$ cat src/rtl/ctm_pkg.sv
package ctm_pkg;

    // default table bounds
    localparam int CTM_MAX_CARD = 64;
    localparam int CTM_MAX_Z    = 4096;

    // payload widths
    localparam int CTM_CELL_W     = 32;
    localparam int CTM_SUM_W      = 44;
    localparam int CTM_IDX_W      = 18;
    // buffer address field, wide enough for a MAX_CARD of up to 1024
    localparam int CTM_ADDR_W     = 10;
    localparam int CTM_CFG_IDX_W  = 4;
    localparam int CTM_CFG_DATA_W = 16;
    localparam int CTM_MODE_W     = 2;
    localparam int CTM_XYC_W      = 7;
    localparam int CTM_ZC_W       = 13;

    typedef enum logic [CTM_MODE_W-1:0] {
        MODE_SUM_X  = 2'd0,
        MODE_SUM_Y  = 2'd1,
        MODE_SUM_XY = 2'd2,
        MODE_BAD    = 2'd3
    } t_mode;

    typedef enum logic [CTM_CFG_IDX_W-1:0] {
        REG_MODE   = 4'd0,
        REG_X_CARD = 4'd1,
        REG_Y_CARD = 4'd2,
        REG_Z_CARD = 4'd3
    } t_reg;

    // work the back end does for one cell
    typedef enum logic [1:0] {
        OP_SUM = 2'd0,   // running accumulator
        OP_BUF = 2'd1,   // per-x partial sum buffer
        OP_ERR = 2'd2    // unsupported mode, error result
    } t_op;

    typedef struct packed {
        t_op                   op;
        logic                  emit;       // this cell produces a result
        logic                  first;      // y == 0: buffer entry starts fresh
        logic                  last_cell;  // final cell of reduced table
        logic                  table_end;  // final cell of input table
        logic [CTM_ADDR_W-1:0] addr;
        logic [CTM_IDX_W-1:0]  index;
        logic [CTM_CELL_W-1:0] count;
    } t_cmd;

endpackage

$ cat src/rtl/ctm_queue.sv
module ctm_queue import ctm_pkg::*; (
    input  logic i_clk,
    input  logic i_rst_n,
    input  logic i_push,
    input  t_cmd i_cmd,
    output logic o_full,
    output logic o_valid,
    output t_cmd o_cmd,
    input  logic i_pop
);

    // two entries: enough to take cells without a gap while the back end flows
    t_cmd       r_slot [2];
    logic       r_wptr;
    logic       r_rptr;
    logic [1:0] r_count;

    logic push;
    logic pop;

    assign o_full  = (r_count == 2'd2);
    assign o_valid = (r_count != 2'd0);
    assign o_cmd   = r_slot[r_rptr];
    assign push    = i_push && !o_full;
    assign pop     = i_pop && o_valid;

    always_ff @(posedge i_clk) begin
        if (!i_rst_n) begin
            r_wptr  <= 1'b0;
            r_rptr  <= 1'b0;
            r_count <= 2'd0;
        end else begin
            if (push) begin
                r_wptr <= !r_wptr;
            end
            if (pop) begin
                r_rptr <= !r_rptr;
            end
            case ({push, pop})
                2'b10:   r_count <= r_count + 2'd1;
                2'b01:   r_count <= r_count - 2'd1;
                default: r_count <= r_count;
            endcase
        end
    end

    always_ff @(posedge i_clk) begin
        if (push) begin
            r_slot[r_wptr] <= i_cmd;
        end
    end

endmodule

$ cat config.mk
export PLATFORM = sky130hd
export DESIGN_NAME = ctm_queue
export DESIGN_NICKNAME = d
export VERILOG_FILES = /design/src/rtl/ctm_pkg.sv /design/src/rtl/ctm_queue.sv
export SDC_FILE = /design/constraint.sdc
export NUM_CORES = 1
export LEC_CHECK = 0
export ABC_AREA = 1
export BUFFER_PORTS_ARGS = -buffer_cell sky130_fd_sc_hd__buf_2
export CAP_MARGIN = 40
export CORE_MARGIN = 2
export CORE_UTILIZATION = 43
export DETAILED_ROUTE_END_ITERATION = 8
export PLACE_DENSITY = 0.67
export REMOVE_ABC_BUFFERS = 1
export SLEW_MARGIN = 10
export SYNTH_ARGS = -nofsm -noshare
export SYNTH_HDL_FRONTEND = slang
export SYNTH_SLANG_ARGS = --single-unit
$ cat constraint.sdc
create_clock -name i_clk -period 4.9 [get_ports i_clk]
set_input_delay 0 -clock i_clk [delete_from_list [all_inputs] [get_ports i_clk]]
set_output_delay 0 -clock i_clk [all_outputs]
set_load 0.005 [all_outputs]
# == Word-level counts from Yosys, hierarchy flattened ==
# Memories as Yosys holds them, arrays and structs flattened. A register that Yosys moved wholly into a read port is not among the register bits.
# Index checks and enable logic that the tools add are counted.
# classes
addsub,2
eq_ne,3
muxes,5
reduce_logical,7
# ops
operator,count
$eq 2x2->1 const B,2
$mux 1,4
$pmux 2 s2,1
$reduce_bool 2->1,2
$logic_not 1->1,3
$add 2x1->2 const B,1
$eq 2x1->1 const B,1
$logic_and 1x1->1,2
$sub 2x1->2 const B,1
# word_totals
ff_bits,4
ram_bits,132
output_inout_bits,68
word_cells,21
mem_count,1
# memory_table
name,depth,word_bits,read_ports,rd_clocked_by_memory_dff,wr,line,source
r_slot,2,66,1,1,1,ctm_queue.sv:13,t_cmd r_slot [2];

# == Longest topological paths before layout ==
# Gate-level depths: netlist of the first run.
# logic_depth
word_depth,5
mapped_depth,10
ltp_nobuf,10

# == Least setup slack after synthesis of the first run ==
# No wires, ideal clock.
# synth_timing
kind,reg-to-reg
startpoint,reg r_count[0]
endpoint,"mem r_slot[0][0] (netlist name), enable pin"
arrival_time_ps,3421
slack_ps,989
stages_incl_launch_ff,5
cell_sequence,dfxtp_1 -> nor2_1 -> nor2_1 -> inv_1 -> nor2_1
# synth_via
elab_chain_cells,5
# synth_rtl
element,line,source
"start, declared",ctm_queue.sv:16,logic [1:0] r_count;
"start signal, assigned",ctm_queue.sv:40,2'b10: r_count <= r_count + 2'd1;
"start signal, assigned",ctm_queue.sv:41,2'b01: r_count <= r_count - 2'd1;
"start signal, assigned",ctm_queue.sv:42,default: r_count <= r_count;
$eq 2x2->1,ctm_queue.sv:21,assign o_full = (r_count == 2'd2);
named net o_full,ctm_queue.sv:6,"output logic o_full,"
$logic_not 1->1,ctm_queue.sv:24,assign push = i_push && !o_full;
$logic_and 1x1->1,ctm_queue.sv:24,
$mux 1,ctm_queue.sv:48,if (push) begin
$mux 1 (implied by the code),ctm_queue.sv:49,r_slot[r_wptr] <= i_cmd;
"end, declared",ctm_queue.sv:13,
# The timed path passes the listed nets, and every way through them passes these cells.

# == Final worst setup path of the first run ==
# layout_timing
startpoint,reg r_count[0]
endpoint,"mem r_slot[1][41] (netlist name), enable pin"
# layout_via
elab_chain_cells,5
# layout_rtl
element,line
$eq 2x2->1,ctm_queue.sv:21
$logic_not 1->1,ctm_queue.sv:24
$logic_and 1x1->1,ctm_queue.sv:24
$mux 1,ctm_queue.sv:48
$mux 1 (implied by the code),ctm_queue.sv:49
# No other way between the ends.

==> flow_metrics.py, run 1 <==
metrics = {
    "outcome": {
        "status": "complete, no violations",
    },
    "hold_path": {
        "hold_path.class": "in2reg",
        "holdPathEnd": "r_slot[0][11]",
        "hold_depth": 5,
        "hold_path.startpoint": "i_push",
    },
    "power": {
        "power_density_nw_per_um2": 462.6,
        "p_comb_share_pct": 17.4,
        "p_leak_nw": 2.925,
        "clockPowerShare_pct": 38.9,
        "p_int_w": 0.002662,
        "ir_drop_uv": 312.7,
        "swShare_pct": 21.98,
        "p_seq_share_pct": 43.8,
        "power_switching_w": 0.0007498,
    },
    "clock_tree": {
        "clock_latency_ns": 0.41,
        "clockBufferDepth": 2,
        "htree_levels": 4,
        "cts_tree": "yes",
        "clk_pin_slew_ns": 0.05,
        "cts_buffers": 17,
        "postCtsSetupBuffers": 0,
        "cts-root-buf": "clkbuf_16",
        "cts_sinks": 137,
    },
    "sta": {
        "slew_viol_final": 0,
        "min_period_over_period_pct": 42.56,
        "fin_crit_ns": 2.085,
        "slew_headroom_pct": 64.47,
        "fmax_mhz": 479.5,
        "finalSetupViolations": 0,
        "hold_viol_final": 0,
        "fin_skew_ns": 0.007574,
        "setup_tns_ns": 0,
        "worst_pin_slew_ns": 0.5317,
        "rsz0062_at_grt": "no",
    },
    "setup_path": {
        "r2r-end": "r_slot[1][41]",
        "required_ns": 4.97,
        "worst_path_max_delay_cell": "dfxtp_1",
        "slowest_delay_ns": 0.39,
        "reg2reg_slack_ns": 2.81,
        "criticalPathCategory": "reg2reg",
        "start_kind": "flip-flop",
        "cp-end-kind": "flip-flop",
        "crit_family": "buffers and inverters",
        "crit_path_cell_trace": "nor2_1 -> nor2_1 -> nand2_1 -> inv_2 -> buf_12 -> buf_4",
        "critical_path.max_fanout": 29,
        "crit_buf_inv": 3,
        "worstPathArrival_ns": 2.15,
        "r2r-start": "r_count[0]",
        "path_common_cell": "nor2_1",
        "worstRegToRegCells": 6,
        "crit_start": "r_count[0]",
    },
    "job": {
        "maxCapViolCount": 0,
    },
    "placement": {
        "hpwl_um": 6066,
        "place.gp.congestion": 0.7197,
        "io_buffers": 137,
        "placed_cell_area_sq_um": 6071,
    },
    "global_route": {
        "overflow": 0,
        "grt_pass1_wl_um": 15110,
        "grt_antenna_before_repair": 0,
        "grt_pass1_vias": 3200,
        "grt.total_usage_pct": 15.83,
        "grt_max_degree": 39,
    },
    "route": {
        "firstDrtPassIters": 4,
        "viasPerCell": 4.677,
        "ant_nets": 0,
        "drc": 0,
        "drtIter0Drc": 177,
        "post_drt_wl_per_cell_um": 15.51,
        "vias": 2923,
        "drt_wl_total_um": 9695,
    },
    "layout": {
        "area_growth_pct": 42.75,
        "fillers": 870,
        "drive_gt1_share_pct": 49.37,
        "fin_area_sq_um": 7375,
        "n_antenna_cell": 0,
        "nets": 537,
    },
    "yosys": {
        "netlist_instances": 243,
        "yosys_warnings": 0,
        "ys_types": 15,
        "avgSynthCellArea_sq_um": 21.26,
        "ys_seq_elements": 137,
        "seq_area_frac_synth_pct": 78.66,
        "netlist_area_sq_um": 5166,
    },
    "floorplan": {
        "start_util_pct": 43.55,
        "die_y_um": 113.6,
        "core_area_sq_um": 11860,
        "ios": 138,
        "dieArea_sq_um": 12910,
        "die_w_um": 113.6,
        "rows": 40,
    },
}
cell families after synthesis:
kind of cell | synth area share (%)
DFF | 78.66
muxes | 17.29
and+or+nand+nor | 1.671
buffers and inverters | 1.792
AOI/OAI and AO/OA | 0.3389
adders and majority gates | 0.2422
cell usage after synthesis:
cell type / count / area, sq um
a21oi_1: 1 / 5.000
buf_2: 2 / 10.01
buf_6: 5 / 56.30
dfxtp_1: 5 / 100.1
edfxtp_1: 132 / 3964
ha_1: 1 / 12.51
inv_1: 7 / 26.28
mux2_2: 26 / 292.8
mux2_4: 40 / 600.6
nand2_1: 8 / 30.03
nand3_1: 1 / 5.000
nand4_1: 1 / 6.260
nor2_1: 12 / 45.04
o21a_1: 1 / 7.510
o21ai_0: 1 / 5.000
worst min-delay path, delay by kind of cell:
family,cells,cell delay (ns)
buffers and inverters,3,0.26
AND/OR/NAND/NOR,2,0.18
power by group through the flow:
stage,Combinational (W),Clock (W),Sequential (W)
global placement,0.000491,0,0.00155
finish,0.000592,0.00133,0.00149
detailed placement,0.000555,0,0.00152
CTS,0.000601,0.00136,0.00149
floorplan,0.000316,0,0.00153
global route,0.000642,0.00140,0.00151
worst max-delay path by stage:
stage	end	depth (start not counted)
2_1_floorplan	r_slot[0][0]	4
3_3_place_gp	r_slot[0][25]	5
3_5_place_dp	r_slot[1][25]	6
4_1_cts	r_slot[1][43]	6
5_1_grt	r_slot[1][50]	6
6_report	r_slot[1][41]	6
per-stage QoR:
stage / total power (W) / setup slack (ns) / hold WS [ns] / util, % / instances
floorplan: 0.001848 / 0.9887 / 0.09887 / - / 236
global placement: 0.002037 / 2.455 / 0.1874 / 50.55 / 522
detailed placement: 0.002073 / 2.838 / 0.1920 / 51.18 / 525
CTS: 0.003453 / 2.817 / 0.1943 / 62.17 / 625
global route: 0.003550 / 2.583 / 0.2628 / 62.17 / 625
finish: 0.003412 / 2.815 / 0.2228 / 62.17 / 625
cell type report:
type	count	area, sq um	area share [%]
timing repair buffer	211	1466	19.88
tap	147	183.9	2.494
sequential	137	4068	55.16
clock inverter	12	180.2	2.443
inverter	7	26.28	0.3563
clock buffer	19	432.9	5.870
multi-input combinational	92	1017	13.79
per-layer routing:
layer  share of wire, %  vias up  GRT usage (%)  wire (um)
met3                5.9       20          5.579        573
li1                   -     1393              -          -
met2                 52       97          27.90       5062
met1                 39     1413          16.74       3823
met5                  0        -              0          0
met4                2.4        0          8.130        235
layout by cell type (no fill, tap or decap):
cell,instances
nand2_1,8
clkinv_2,3
nor2_4,1
buf_4,2
dfxtp_4,1
ha_1,1
mux2_2,26
nand3_1,1
clkbuf_16,17
mux2_4,40
a21oi_1,1
nand4_1,1
dlygate4sd3_1,69
clkinv_1,4
buf_16,2
inv_1,6
inv_2,1
edfxtp_1,132
bufinv_16,5
o21ai_0,1
o21a_1,1
nor2_1,11
buf_12,1
dfxtp_1,4
buf_2,137
clkbuf_1,2
state kept, by name, indices dropped and copies added, names as in the netlist, named ones only:
name / flops
r_wptr: 1
r_rptr: 1
r_count: 2
r_slot: 132
what timing repair did:
action / 4_1_cts / 5_1_grt
gates resized for setup: 0 / 0
hold buffers: 69 / 0
endpoints found under the hold margin: 137 / 0
Power figures use the tool's default switching activity.
==> inputs of run 2 (changes only) <==
- clock period: 4.9 -> 2.1 ns (I/O delays scaled with it)
==> flow_metrics.py, run 2 (same netlist as run 1, synthesis figures left out) <==
metrics = {
    "setup_path": {
        "criticalPathCategory": "reg2out",
        "critical_path.max_fanout": 17,
        "cp-end-kind": "primary output",
        "required_ns": 2.10,
        "crit_buf_inv": 2,
        "crit_path_cell_trace": "buf_4 -> mux2_2 -> buf_2",
        "start_kind": "flip-flop",
        "worst_path_max_delay_cell": "dfxtp_4",
        "worstPathArrival_ns": 1.75,
        "r2r-end": "r_slot[0][31]",
        "worstRegToRegCells": 5,
        "crit_family": "flip-flops",
        "slowest_delay_ns": 0.54,
        "r2r-start": "r_count[0]",
        "reg2reg_slack_ns": 0.47,
    },
    "route": {
        "vias": 2941,
        "firstDrtPassIters": 6,
        "drc": 0,
        "viasPerCell": 4.683,
        "drtIter0Drc": 154,
        "ant_nets": 0,
        "post_drt_wl_per_cell_um": 15.57,
        "drt_wl_total_um": 9777,
    },
    "floorplan": {
        "die_y_um": 113.6,
        "dieArea_sq_um": 12910,
        "ios": 138,
        "rows": 40,
        "start_util_pct": 43.55,
        "core_area_sq_um": 11860,
        "die_w_um": 113.6,
    },
    "global_route": {
        "grt.total_usage_pct": 15.76,
        "grt_antenna_before_repair": 0,
        "grt_pass1_vias": 3149,
        "grt_pass1_wl_um": 14870,
        "grt_max_degree": 41,
        "overflow": 0,
    },
    "hold_path": {
        "holdPathEnd": "r_count[0]",
        "hold_path.startpoint": "i_push",
        "hold_depth": 6,
        "hold_path.class": "in2reg",
    },
    "clock_tree": {
        "clock_latency_ns": 0.41,
        "clockBufferDepth": 2,
        "cts_buffers": 17,
        "htree_levels": 4,
        "cts_sinks": 137,
        "cts_tree": "yes",
        "post_cts_resized": 0,
        "cts-root-buf": "clkbuf_16",
        "clk_pin_slew_ns": 0.05,
    },
    "sta": {
        "fmax_mhz": 570.1,
        "fin_crit_ns": 1.754,
        "rsz0062_at_grt": "no",
        "slew_viol_final": 0,
        "worst_pin_slew_ns": 0.3525,
        "hold_viol_final": 0,
        "fin_skew_ns": 0.009085,
        "finalSetupViolations": 0,
        "whs_ns": 0.2357,
        "slew_headroom_pct": 76.50,
        "setup_tns_ns": 0,
        "min_period_over_period_pct": 83.53,
    },
    "layout": {
        "n_antenna_cell": 0,
        "utilization_pct": 61.93,
        "area_growth_pct": 42.19,
        "stdcell_count": 628,
        "layout_commonest_cell": "buf_2",
        "nets": 539,
        "reg.largest.list": "r_slot: 132 flops, r_count: 2 flops",
        "layout_common_cells": "buf_2, edfxtp_1, dlygate4sd3_1",
        "regMostFlops": "r_slot",
        "largest_register_ffs": 132,
        "fillers": 885,
        "drive_gt1_share_pct": 50.73,
    },
    "power": {
        "power_density_nw_per_um2": 1056,
        "p_leak_nw": 2.910,
        "ir_drop_uv": 567.7,
    },
    "outcome": {
        "status": "complete, no violations",
    },
    "job": {
        "maxCapViolCount": 0,
    },
    "placement": {
        "io_buffers": 137,
        "hpwl_um": 5877,
        "place.gp.congestion": 0.7121,
        "dp_cells": 527,
    },
}
## run 2: area by class of cell
type	count	area [sq um]	area share, %
Timing Repair Buffer	213	1466	19.96
Clock inverter	15	158.9	2.163
Inverter	7	26.28	0.3577
Multi-Input combinational cell	92	1017	13.85
Sequential cell	137	4068	55.37
Clock buffer	17	425.4	5.791
Tap cell	147	183.9	2.504
## run 2: how the worst max path moves through the flow
stage               endpoint  slack, ns  depth (start not counted)
2_1_floorplan   r_slot[0][0]      -1.81                          4
3_3_place_gp   r_slot[0][23]       0.58                          5
3_5_place_dp    r_slot[0][7]       0.45                          5
4_1_cts             o_cmd[4]       0.31                          3
5_1_grt             o_cmd[4]       0.26                          3
6_report            o_cmd[4]       0.35                          3
## run 2: routing by layer
layer	up-vias	share of wire, %	routed length (um)	global-route usage [%]
met1	1441	40	3958	17.05
met5	-	0	0	0
met2	96	52	5038	27.31
met3	12	6.6	650	6.429
li1	1392	-	-	-
met4	0	1.3	130	6.911
## run 2: report_power, final
part	leakage, nW	internal [W]	switching (W)
logic	1.35	0.000791	0.000612
clock network	0.281	0.00184	0.00105
registers	1.28	0.00334	0.000115
## run 2: per-stage QoR
stage          cell area, sq um  power, W  setup slack, ns
4_1_cts                    7346  0.007859           0.3075
2_1_floorplan              5100  0.004313           -1.811
6_report                   7346  0.007754           0.3459
3_3_place_gp               6071  0.004796           0.5826
5_1_grt                    7346  0.008089           0.2582
3_5_place_dp               6071  0.004837           0.4472
## run 2: timing repair
action | 4_1_cts | 5_1_grt
hold buffers | 69 | 0
buffers inserted | 0 | 0
endpoints found under the hold margin | 137 | 0
## run 2: worst register-to-register path: stages, from the launching register on
cell and delay, ns:
dfxtp_1 0.39, nor2_1 0.09, nor2_1 0.19, inv_1 0.13, nor2_4 0.13, buf_4 0.35
